<file path="config.mk">
export PLATFORM = sky130hd
export DESIGN_NAME = rc4_stream_cipher
export DESIGN_NICKNAME = d
export VERILOG_FILES = /design/src/hdl/rc4_pkg.sv /design/src/hdl/rc4_stream_cipher.sv /design/src/hdl/rc4_key_regs.sv
export VERILOG_INCLUDE_DIRS = /design/src /design/src/hdl
export SDC_FILE = /design/constraint.sdc
export NUM_CORES = 2
export LEC_CHECK = 0
export BUFFER_PORTS_ARGS = -buffer_cell sky130_fd_sc_hd__buf_4
export CAP_MARGIN = 5
export CORE_ASPECT_RATIO = 1.1
export CORE_MARGIN = 1.5
export CORE_UTILIZATION = 25
export DETAILED_ROUTE_END_ITERATION = 6
export PLACE_DENSITY = 0.36
export SYNTH_ARGS = -nofsm -noshare
export SYNTH_HDL_FRONTEND = slang
export SYNTH_SLANG_ARGS = --single-unit
</file>
<file path="constraint.sdc">
create_clock -name clock -period 8.8 [get_ports clock]
set_input_delay 0.88 -clock clock [delete_from_list [all_inputs] [get_ports clock]]
set_output_delay 0.88 -clock clock [all_outputs]
set_load 0.005 [all_outputs]
</file>
<file path="src/hdl/rc4_stream_cipher_macros.svh">
// assertion macros for the rc4 stream cipher
// no dependencies; expects clock and reset in the including scope
`ifndef RC4_STREAM_CIPHER_MACROS_SVH
`define RC4_STREAM_CIPHER_MACROS_SVH

`ifndef SYNTH
`define RC4_ASSERT_HOLD(label, ante, cons) \
   label: assert property (@(posedge clock) disable iff (reset) (ante) |-> (cons)) \
      else $error("rc4 same-cycle check failed");
`define RC4_ASSERT_NEXT(label, ante, cons) \
   label: assert property (@(posedge clock) disable iff (reset) (ante) |=> (cons)) \
      else $error("rc4 next-cycle check failed");
`else
`define RC4_ASSERT_HOLD(label, ante, cons)
`define RC4_ASSERT_NEXT(label, ante, cons)
`endif

`endif

</file>
<file path="src/hdl/rc4_pkg.sv">
// shared constants and types for the rc4 stream cipher
// no dependencies
`timescale 1ns / 1ps

package rc4_pkg;

   localparam int MAX_KEY_BYTES_DEF = 32;
   localparam int BYTE_W            = 8;
   localparam int SBOX_DEPTH        = 256;
   localparam int CSR_INDEX_W       = 3;
   localparam int CSR_DATA_W        = 64;
   localparam int KEY_LEN_W         = 6;
   localparam logic [KEY_LEN_W-1:0] KEY_LEN_RESET = 6'd16;

   typedef enum logic [CSR_INDEX_W-1:0] {
      CSR_KEY_LENGTH = 3'd0,
      CSR_KEY_WORD0  = 3'd1,
      CSR_KEY_WORD1  = 3'd2,
      CSR_KEY_WORD2  = 3'd3,
      CSR_KEY_WORD3  = 3'd4
   } csr_index_type;

endpackage

</file>
<file path="src/hdl/rc4_stream_cipher.sv">
// RC4 stream cipher, one data byte in and one result byte out per beat. The
// S-box lives in a single 256 x 8 memory with one write and one registered read
// port. The first beat of a message (and the first beat after one carrying
// req_last_byte) first rebuilds the S-box: an identity fill, then the key
// schedule, each step reading S[j], writing S[j], then writing S[i] while
// reading the next S[i]. After that each byte steps through read S[j], write
// S[j], write S[i] while reading the keystream entry, then the result, which
// waits while an earlier result is still held by rsp_ready low; the next beat
// is taken in that result step. The single memory port sets this sequence.
// Key registers are sampled by the next key schedule only.
// Depends on rc4_pkg, rc4_key_regs and rc4_stream_cipher_macros.svh.
`timescale 1ns / 1ps
`include "rc4_stream_cipher_macros.svh"

module rc4_stream_cipher #(
   parameter int MAX_KEY_BYTES = rc4_pkg::MAX_KEY_BYTES_DEF
) (
   input  logic                            clock,
   input  logic                            reset,
   input  logic                            req_valid,
   output logic                            req_ready,
   input  logic [rc4_pkg::BYTE_W-1:0]      req_data_byte,
   input  logic                            req_last_byte,
   output logic                            rsp_valid,
   input  logic                            rsp_ready,
   output logic [rc4_pkg::BYTE_W-1:0]      rsp_out_byte,
   output logic                            rsp_out_last,
   input  logic                            csr_write_en,
   input  logic [rc4_pkg::CSR_INDEX_W-1:0] csr_index,
   input  logic [rc4_pkg::CSR_DATA_W-1:0]  csr_write_data
);

   localparam int KIDX_W = (MAX_KEY_BYTES > 1) ? $clog2(MAX_KEY_BYTES) : 1;
   localparam int BW     = rc4_pkg::BYTE_W;

   typedef enum logic [8:0] {
      ST_IDLE    = 9'b000000001,
      ST_KS_INIT = 9'b000000010,
      ST_KS_RDJ  = 9'b000000100,
      ST_KS_WRJ  = 9'b000001000,
      ST_KS_WRN  = 9'b000010000,
      ST_P_RDJ   = 9'b000100000,
      ST_P_WRJ   = 9'b001000000,
      ST_P_WRI   = 9'b010000000,
      ST_P_OUT   = 9'b100000000
   } state_type;

   state_type         state_ff, state_in;
   logic [BW-1:0]     n_ff, n_in;
   logic [KIDX_W-1:0] kidx_ff, kidx_in;
   logic [BW-1:0]     i_ff, i_in;
   logic [BW-1:0]     j_ff, j_in;
   logic [BW-1:0]     sa_ff, sa_in;
   logic [BW-1:0]     sb_ff, sb_in;
   logic              fwd_ff, fwd_in;
   logic              keyed_ff, keyed_in;
   logic [BW-1:0]     data_ff, data_in;
   logic              last_ff, last_in;
   logic              rsp_valid_ff, rsp_valid_in;
   logic [BW-1:0]     rsp_byte_ff, rsp_byte_in;
   logic              rsp_last_ff, rsp_last_in;

   logic [BW-1:0]     sbox_mem [rc4_pkg::SBOX_DEPTH];
   logic [BW-1:0]     rd_data_ff;
   logic              mem_we, mem_re;
   logic [BW-1:0]     mem_waddr, mem_wdata, mem_raddr;

   logic [BW-1:0]     key_byte;
   logic [KIDX_W-1:0] key_last_index;
   logic              out_free;
   logic              keyed_now;
   logic [BW-1:0]     j_step;
   logic [BW-1:0]     k_addr;
   logic [BW-1:0]     key_stream;

   rc4_key_regs #(
      .MAX_KEY_BYTES(MAX_KEY_BYTES)
   ) u_key_regs (
      .clock         (clock),
      .reset         (reset),
      .csr_write_en  (csr_write_en),
      .csr_index     (csr_index),
      .csr_write_data(csr_write_data),
      .key_index     (kidx_ff),
      .key_byte      (key_byte),
      .key_last_index(key_last_index)
   );

   always_ff @(posedge clock) begin
      if (mem_we) begin
         sbox_mem[mem_waddr] <= mem_wdata;
      end
      if (mem_re) begin
         rd_data_ff <= sbox_mem[mem_raddr];
      end
   end

   assign out_free   = !rsp_valid_ff || rsp_ready;
   assign key_stream = fwd_ff ? sb_ff : rd_data_ff;
   assign k_addr     = sa_ff + sb_ff;

   always_comb begin
      state_in     = state_ff;
      n_in         = n_ff;
      kidx_in      = kidx_ff;
      i_in         = i_ff;
      j_in         = j_ff;
      sa_in        = sa_ff;
      sb_in        = sb_ff;
      fwd_in       = fwd_ff;
      keyed_in     = keyed_ff;
      data_in      = data_ff;
      last_in      = last_ff;
      rsp_valid_in = rsp_valid_ff && !rsp_ready;
      rsp_byte_in  = rsp_byte_ff;
      rsp_last_in  = rsp_last_ff;
      mem_we       = 1'b0;
      mem_waddr    = '0;
      mem_wdata    = '0;
      mem_re       = 1'b0;
      mem_raddr    = '0;
      req_ready    = 1'b0;
      keyed_now    = keyed_ff;
      j_step       = j_ff + rd_data_ff + key_byte;

      unique case (state_ff)
         ST_IDLE: begin
            req_ready = 1'b1;
         end
         ST_KS_INIT: begin
            mem_we    = 1'b1;
            mem_waddr = n_ff;
            mem_wdata = n_ff;
            n_in      = n_ff + 8'd1;
            if (n_ff == 8'hFF) begin
               mem_re    = 1'b1;
               mem_raddr = '0;
               kidx_in   = '0;
               j_in      = '0;
               state_in  = ST_KS_RDJ;
            end
         end
         ST_KS_RDJ: begin
            sa_in     = rd_data_ff;
            j_in      = j_step;
            mem_re    = 1'b1;
            mem_raddr = j_step;
            kidx_in   = (kidx_ff == key_last_index) ? '0 : kidx_ff + KIDX_W'(1);
            state_in  = ST_KS_WRJ;
         end
         ST_KS_WRJ: begin
            sb_in     = rd_data_ff;
            mem_we    = 1'b1;
            mem_waddr = j_ff;
            mem_wdata = sa_ff;
            state_in  = ST_KS_WRN;
         end
         ST_KS_WRN: begin
            mem_we    = 1'b1;
            mem_waddr = n_ff;
            mem_wdata = sb_ff;
            mem_re    = 1'b1;
            if (n_ff == 8'hFF) begin
               // schedule done: first byte reads S[1]
               mem_raddr = 8'd1;
               i_in      = 8'd1;
               j_in      = '0;
               n_in      = '0;
               keyed_in  = 1'b1;
               state_in  = ST_P_RDJ;
            end else begin
               mem_raddr = n_ff + 8'd1;
               n_in      = n_ff + 8'd1;
               state_in  = ST_KS_RDJ;
            end
         end
         ST_P_RDJ: begin
            sa_in     = rd_data_ff;
            j_in      = j_ff + rd_data_ff;
            mem_re    = 1'b1;
            mem_raddr = j_ff + rd_data_ff;
            state_in  = ST_P_WRJ;
         end
         ST_P_WRJ: begin
            sb_in     = rd_data_ff;
            mem_we    = 1'b1;
            mem_waddr = j_ff;
            mem_wdata = sa_ff;
            state_in  = ST_P_WRI;
         end
         ST_P_WRI: begin
            mem_we    = 1'b1;
            mem_waddr = i_ff;
            mem_wdata = sb_ff;
            mem_re    = 1'b1;
            mem_raddr = k_addr;
            // read of S[i] in the cycle it is written
            fwd_in    = (k_addr == i_ff);
            state_in  = ST_P_OUT;
         end
         ST_P_OUT: begin
            if (out_free) begin
               rsp_valid_in = 1'b1;
               rsp_byte_in  = data_ff ^ key_stream;
               rsp_last_in  = last_ff;
               keyed_now    = keyed_ff && !last_ff;
               keyed_in     = keyed_ff && !last_ff;
               req_ready    = 1'b1;
               state_in     = ST_IDLE;
            end
         end
         default: begin
            state_in = ST_IDLE;
         end
      endcase

      if (req_valid && req_ready) begin
         data_in = req_data_byte;
         last_in = req_last_byte;
         if (keyed_now) begin
            i_in      = i_ff + 8'd1;
            mem_re    = 1'b1;
            mem_raddr = i_ff + 8'd1;
            state_in  = ST_P_RDJ;
         end else begin
            n_in     = '0;
            state_in = ST_KS_INIT;
         end
      end
   end

   always_ff @(posedge clock) begin
      if (reset) begin
         state_ff     <= ST_IDLE;
         n_ff         <= '0;
         kidx_ff      <= '0;
         i_ff         <= '0;
         j_ff         <= '0;
         keyed_ff     <= 1'b0;
         rsp_valid_ff <= 1'b0;
      end else begin
         state_ff     <= state_in;
         n_ff         <= n_in;
         kidx_ff      <= kidx_in;
         i_ff         <= i_in;
         j_ff         <= j_in;
         keyed_ff     <= keyed_in;
         rsp_valid_ff <= rsp_valid_in;
      end
   end

   always_ff @(posedge clock) begin
      sa_ff       <= sa_in;
      sb_ff       <= sb_in;
      fwd_ff      <= fwd_in;
      data_ff     <= data_in;
      last_ff     <= last_in;
      rsp_byte_ff <= rsp_byte_in;
      rsp_last_ff <= rsp_last_in;
   end

   assign rsp_valid    = rsp_valid_ff;
   assign rsp_out_byte = rsp_byte_ff;
   assign rsp_out_last = rsp_last_ff;

   `RC4_ASSERT_HOLD(a_prga_keyed, state_ff == ST_P_RDJ, keyed_ff)
   `RC4_ASSERT_NEXT(a_sched_done, state_ff == ST_KS_WRN && n_ff == 8'hFF, keyed_ff && i_ff == 8'd1 && j_ff == 8'd0)
   `RC4_ASSERT_NEXT(a_last_unkeys, state_ff == ST_P_OUT && out_free && last_ff, !keyed_ff)

endmodule

</file>
<file path="src/hdl/rc4_key_regs.sv">
// key length and key byte registers, effective length and key byte select
// depends on rc4_pkg
`timescale 1ns / 1ps

module rc4_key_regs #(
   parameter int MAX_KEY_BYTES = rc4_pkg::MAX_KEY_BYTES_DEF,
   localparam int KIDX_W = (MAX_KEY_BYTES > 1) ? $clog2(MAX_KEY_BYTES) : 1
) (
   input  logic                            clock,
   input  logic                            reset,
   input  logic                            csr_write_en,
   input  logic [rc4_pkg::CSR_INDEX_W-1:0] csr_index,
   input  logic [rc4_pkg::CSR_DATA_W-1:0]  csr_write_data,
   input  logic [KIDX_W-1:0]               key_index,
   output logic [rc4_pkg::BYTE_W-1:0]      key_byte,
   output logic [KIDX_W-1:0]               key_last_index
);

   logic [rc4_pkg::KEY_LEN_W-1:0] key_len_ff;
   logic [rc4_pkg::BYTE_W-1:0]    key_bytes_ff [MAX_KEY_BYTES];
   logic                          word_we;
   logic [1:0]                    word_sel;
   logic [rc4_pkg::KEY_LEN_W-1:0] key_len_eff;

   assign word_we  = csr_write_en
                     && (csr_index >= rc4_pkg::CSR_KEY_WORD0)
                     && (csr_index <= rc4_pkg::CSR_KEY_WORD3);
   assign word_sel = 2'(csr_index - rc4_pkg::CSR_KEY_WORD0);

   always_ff @(posedge clock) begin
      if (reset) begin
         key_len_ff <= rc4_pkg::KEY_LEN_RESET;
         for (int b = 0; b < MAX_KEY_BYTES; b++) begin
            key_bytes_ff[b] <= '0;
         end
      end else begin
         if (csr_write_en && csr_index == rc4_pkg::CSR_KEY_LENGTH) begin
            key_len_ff <= csr_write_data[rc4_pkg::KEY_LEN_W-1:0];
         end
         for (int b = 0; b < MAX_KEY_BYTES; b++) begin
            if (word_we && word_sel == 2'(b >> 3)) begin
               key_bytes_ff[b] <= csr_write_data[8*(b & 7) +: rc4_pkg::BYTE_W];
            end
         end
      end
   end

   // zero length acts as one, longer than the store saturates
   always_comb begin
      if (key_len_ff == '0) begin
         key_len_eff = rc4_pkg::KEY_LEN_W'(1);
      end else if (key_len_ff > rc4_pkg::KEY_LEN_W'(MAX_KEY_BYTES)) begin
         key_len_eff = rc4_pkg::KEY_LEN_W'(MAX_KEY_BYTES);
      end else begin
         key_len_eff = key_len_ff;
      end
   end

   assign key_last_index = KIDX_W'(key_len_eff - rc4_pkg::KEY_LEN_W'(1));
   assign key_byte       = key_bytes_ff[key_index];

endmodule

</file>
==> out/qor.csv <==
metric,value,unit
synth_cell_types,94,
clock-sinks,2398,
clk_path_buf_depth,4,
synth-main-ff-cell,edfxtp_1,
cts_setup_buffers,0,
antenna_found_initial,23,
final_layout_size_suffix_gt1_frac,0.136,
cp_data_required_time,9410,ps
cts_root_buffer,clkbuf_16,
htreeDepth,5,
yosys-top-cells-area,"edfxtp_1, nand2_1, mux4_2, nand3_1, mux2i_1",
path_clk_slew,60,ps
yosysSeqAreaShare,0.724,
syn_nets,6997,
design_area,0.115,mm2
start_util,0.252,
critPathMostFrequentCell,mux4_2,
crit_chain,"buf_4, mux4_2, mux4_2, mux2_2, ha_1, a21oi_1, and3b_1, nor3_1, o31ai_1, and2_4, nor2_4, nand2_1, o22ai_1, or3_1, o32ai_1, nor4b_2",
yosys_register_bits,2398,
syn_area,0.0987,mm2
grt_pass1_vias,59730,
coreArea,0.392,mm2
avgViaCountPerCell,4.85,
grt.total_usage,0.180,
gp_congestion,0.805,
dieArea,0.399,mm2
worstSkewPairLatency,940,ps
drt_iter0_markers,5857,
rsz0062_at_grt,no,
synthTopCellsByCount,"edfxtp_1, nand2_1, nand3_1",
cp-end-kind,register,
synth_most_common_cell,edfxtp_1,
area_delta_synth_final,16.5,%
firstDrtPassIters,6,
worst_ep_arrival_time,8380,ps
power.density,213,mW/mm2
p_leak,40.3,nW
drt_wl_total,367000,um
slew_headroom,0.123,
min_period_over_period,0.883,
largest-register,sbox_mem,
grt_pass1_wl,508000,um
syn_avg_cell_area,14.3,um2
nets,7163,
critPathKind,register to register,
ir_drop,127,uV
synth_edf_count,2347,
largest_reg_flops,2048,
outcome,finished clean,
slowest_delay,1020,ps
slowest_stage,o32ai_1,
hp-class,primary input to register,
final_antenna_net_count,0,
tightestPinTransition,1300,ps
die-height,662,um
hold_buffers,0,
die-width,602,um
grt_max_degree,184,
slew_violations,0,
synth.yosys.warnings,0,
fin_tns_setup,0,ps
rows,241,
post_cts_resize_count,0,
tritoncts,built,
port_buffers,91,
reg.largest.list,"sbox_mem x2048, u_key_regs.key_bytes_ff x256, state_ff x9",
fin_worst_hold_slack,150,ps
synth_top_cell_by_area,edfxtp_1,
ys_async_sr_fraction,0,
critPathLaunchType,register,
clock.fmax,129,MHz
place_hpwl,226000,um
overflow,0,
fin_crit,7770,ps
fin_skew,70.2,ps
numCtsBuffers,277,
setup_viol,0,
wl_per_cell,29.4,um
route.detailed.drc,0,
critPathMaxFanout,33,
hold_viol,0,
synth_top_cell_area_share,0.714,
io_pins,92,
regToRegSetupSlack,1030,ps
syn_inst,6888,
drv_cap,0,
placed_area,0.106,mm2
dr_total_vias,60649,
## worst max-delay path, delay by kind of cell (launching register included)
family	cells	cell delay, ps
adder cells (fa/ha/maj)	1	360
AND/OR/NAND/NOR	7	2170
AO/OA/AOI/OAI	4	2340
multiplexers	3	1300
buffers and inverters	1	460
flip-flops	1	780
## path summary, 6_finish.rpt
| kind | cells after the start | to | from |
|---|---|---|---|
| min | 1 | data_ff[6] | req_data_byte[6] |
| max reg2reg | 16 | rd_data_ff[6] | register |
| max | 16 | rd_data_ff[6] | register |
| min reg2reg | 2 | j_ff[2] | j_ff[2] |
## layer usage
| metal | GRT usage | routed length, um |
|---|---|---|
| met4 | 0.0475 | 10000 |
| met1 | 0.248 | 165000 |
| met3 | 0.0249 | 18600 |
| met5 | 0 | 13 |
| met2 | 0.296 | 174000 |
## where the power goes
part / total [mW] / internal [mW] / switching, mW
Combinational: 0.524 / 0.175 / 0.348
Clock: 11.5 / 6.62 / 4.90
Sequential: 12.5 / 12.5 / 0.0360
## stage by stage
| stage | cells | setup WS, ps | power, mW | utilization |
|---|---|---|---|---|
| after CTS | 12494 | 913 | 24.8 | 0.293 |
| after global placement | 11998 | 889 | 13.3 | 0.271 |
| after detailed placement | 11999 | 917 | 13.3 | 0.271 |
| after global routing | 12496 | 879 | 25.2 | 0.293 |
| after floorplan | 6888 | 2740 | 13.0 | - |
| final | 12498 | 1030 | 24.6 | 0.293 |
## cell usage in the layout (no fill, tap or decap), types with 65 or more instances in the layout
cell type	count
a21oi_1	154
buf_4	284
clkbuf_1	65
clkbuf_16	281
edfxtp_1	2347
inv_1	80
mux2i_1	261
mux4_2	195
nand2_1	1199
nand2b_1	74
nand3_1	646
nor2_1	541
o21ai_0	92
## kinds of logic (layout without fill, tap and decap cells)
family	after synthesis	after routing	synth area share
adder cells (fa/ha/maj)	28	28	0.00378
other	0	4	0
flip-flops	2398	2398	0.724
multiplexers	471	471	0.0731
AO/OA/AOI/OAI	656	656	0.0450
XOR/XNOR	54	54	0.00493
buffers and inverters	522	904	0.0265
AND/OR/NAND/NOR	2759	2759	0.122
## final cells by class
type                            count  area (um2)
Timing Repair Buffer              321        2870
Clock inverter                    149        1540
Fill cell                       39319      277000
Clock buffer                      346        7280
Inverter                           88         390
Sequential cell                  2398       71500
Multi-Input combinational cell   3968       24900
Antenna cell                        4        10.0
Tap cell                         5224        6540
Note: power is estimated with default switching activity, not from simulation.
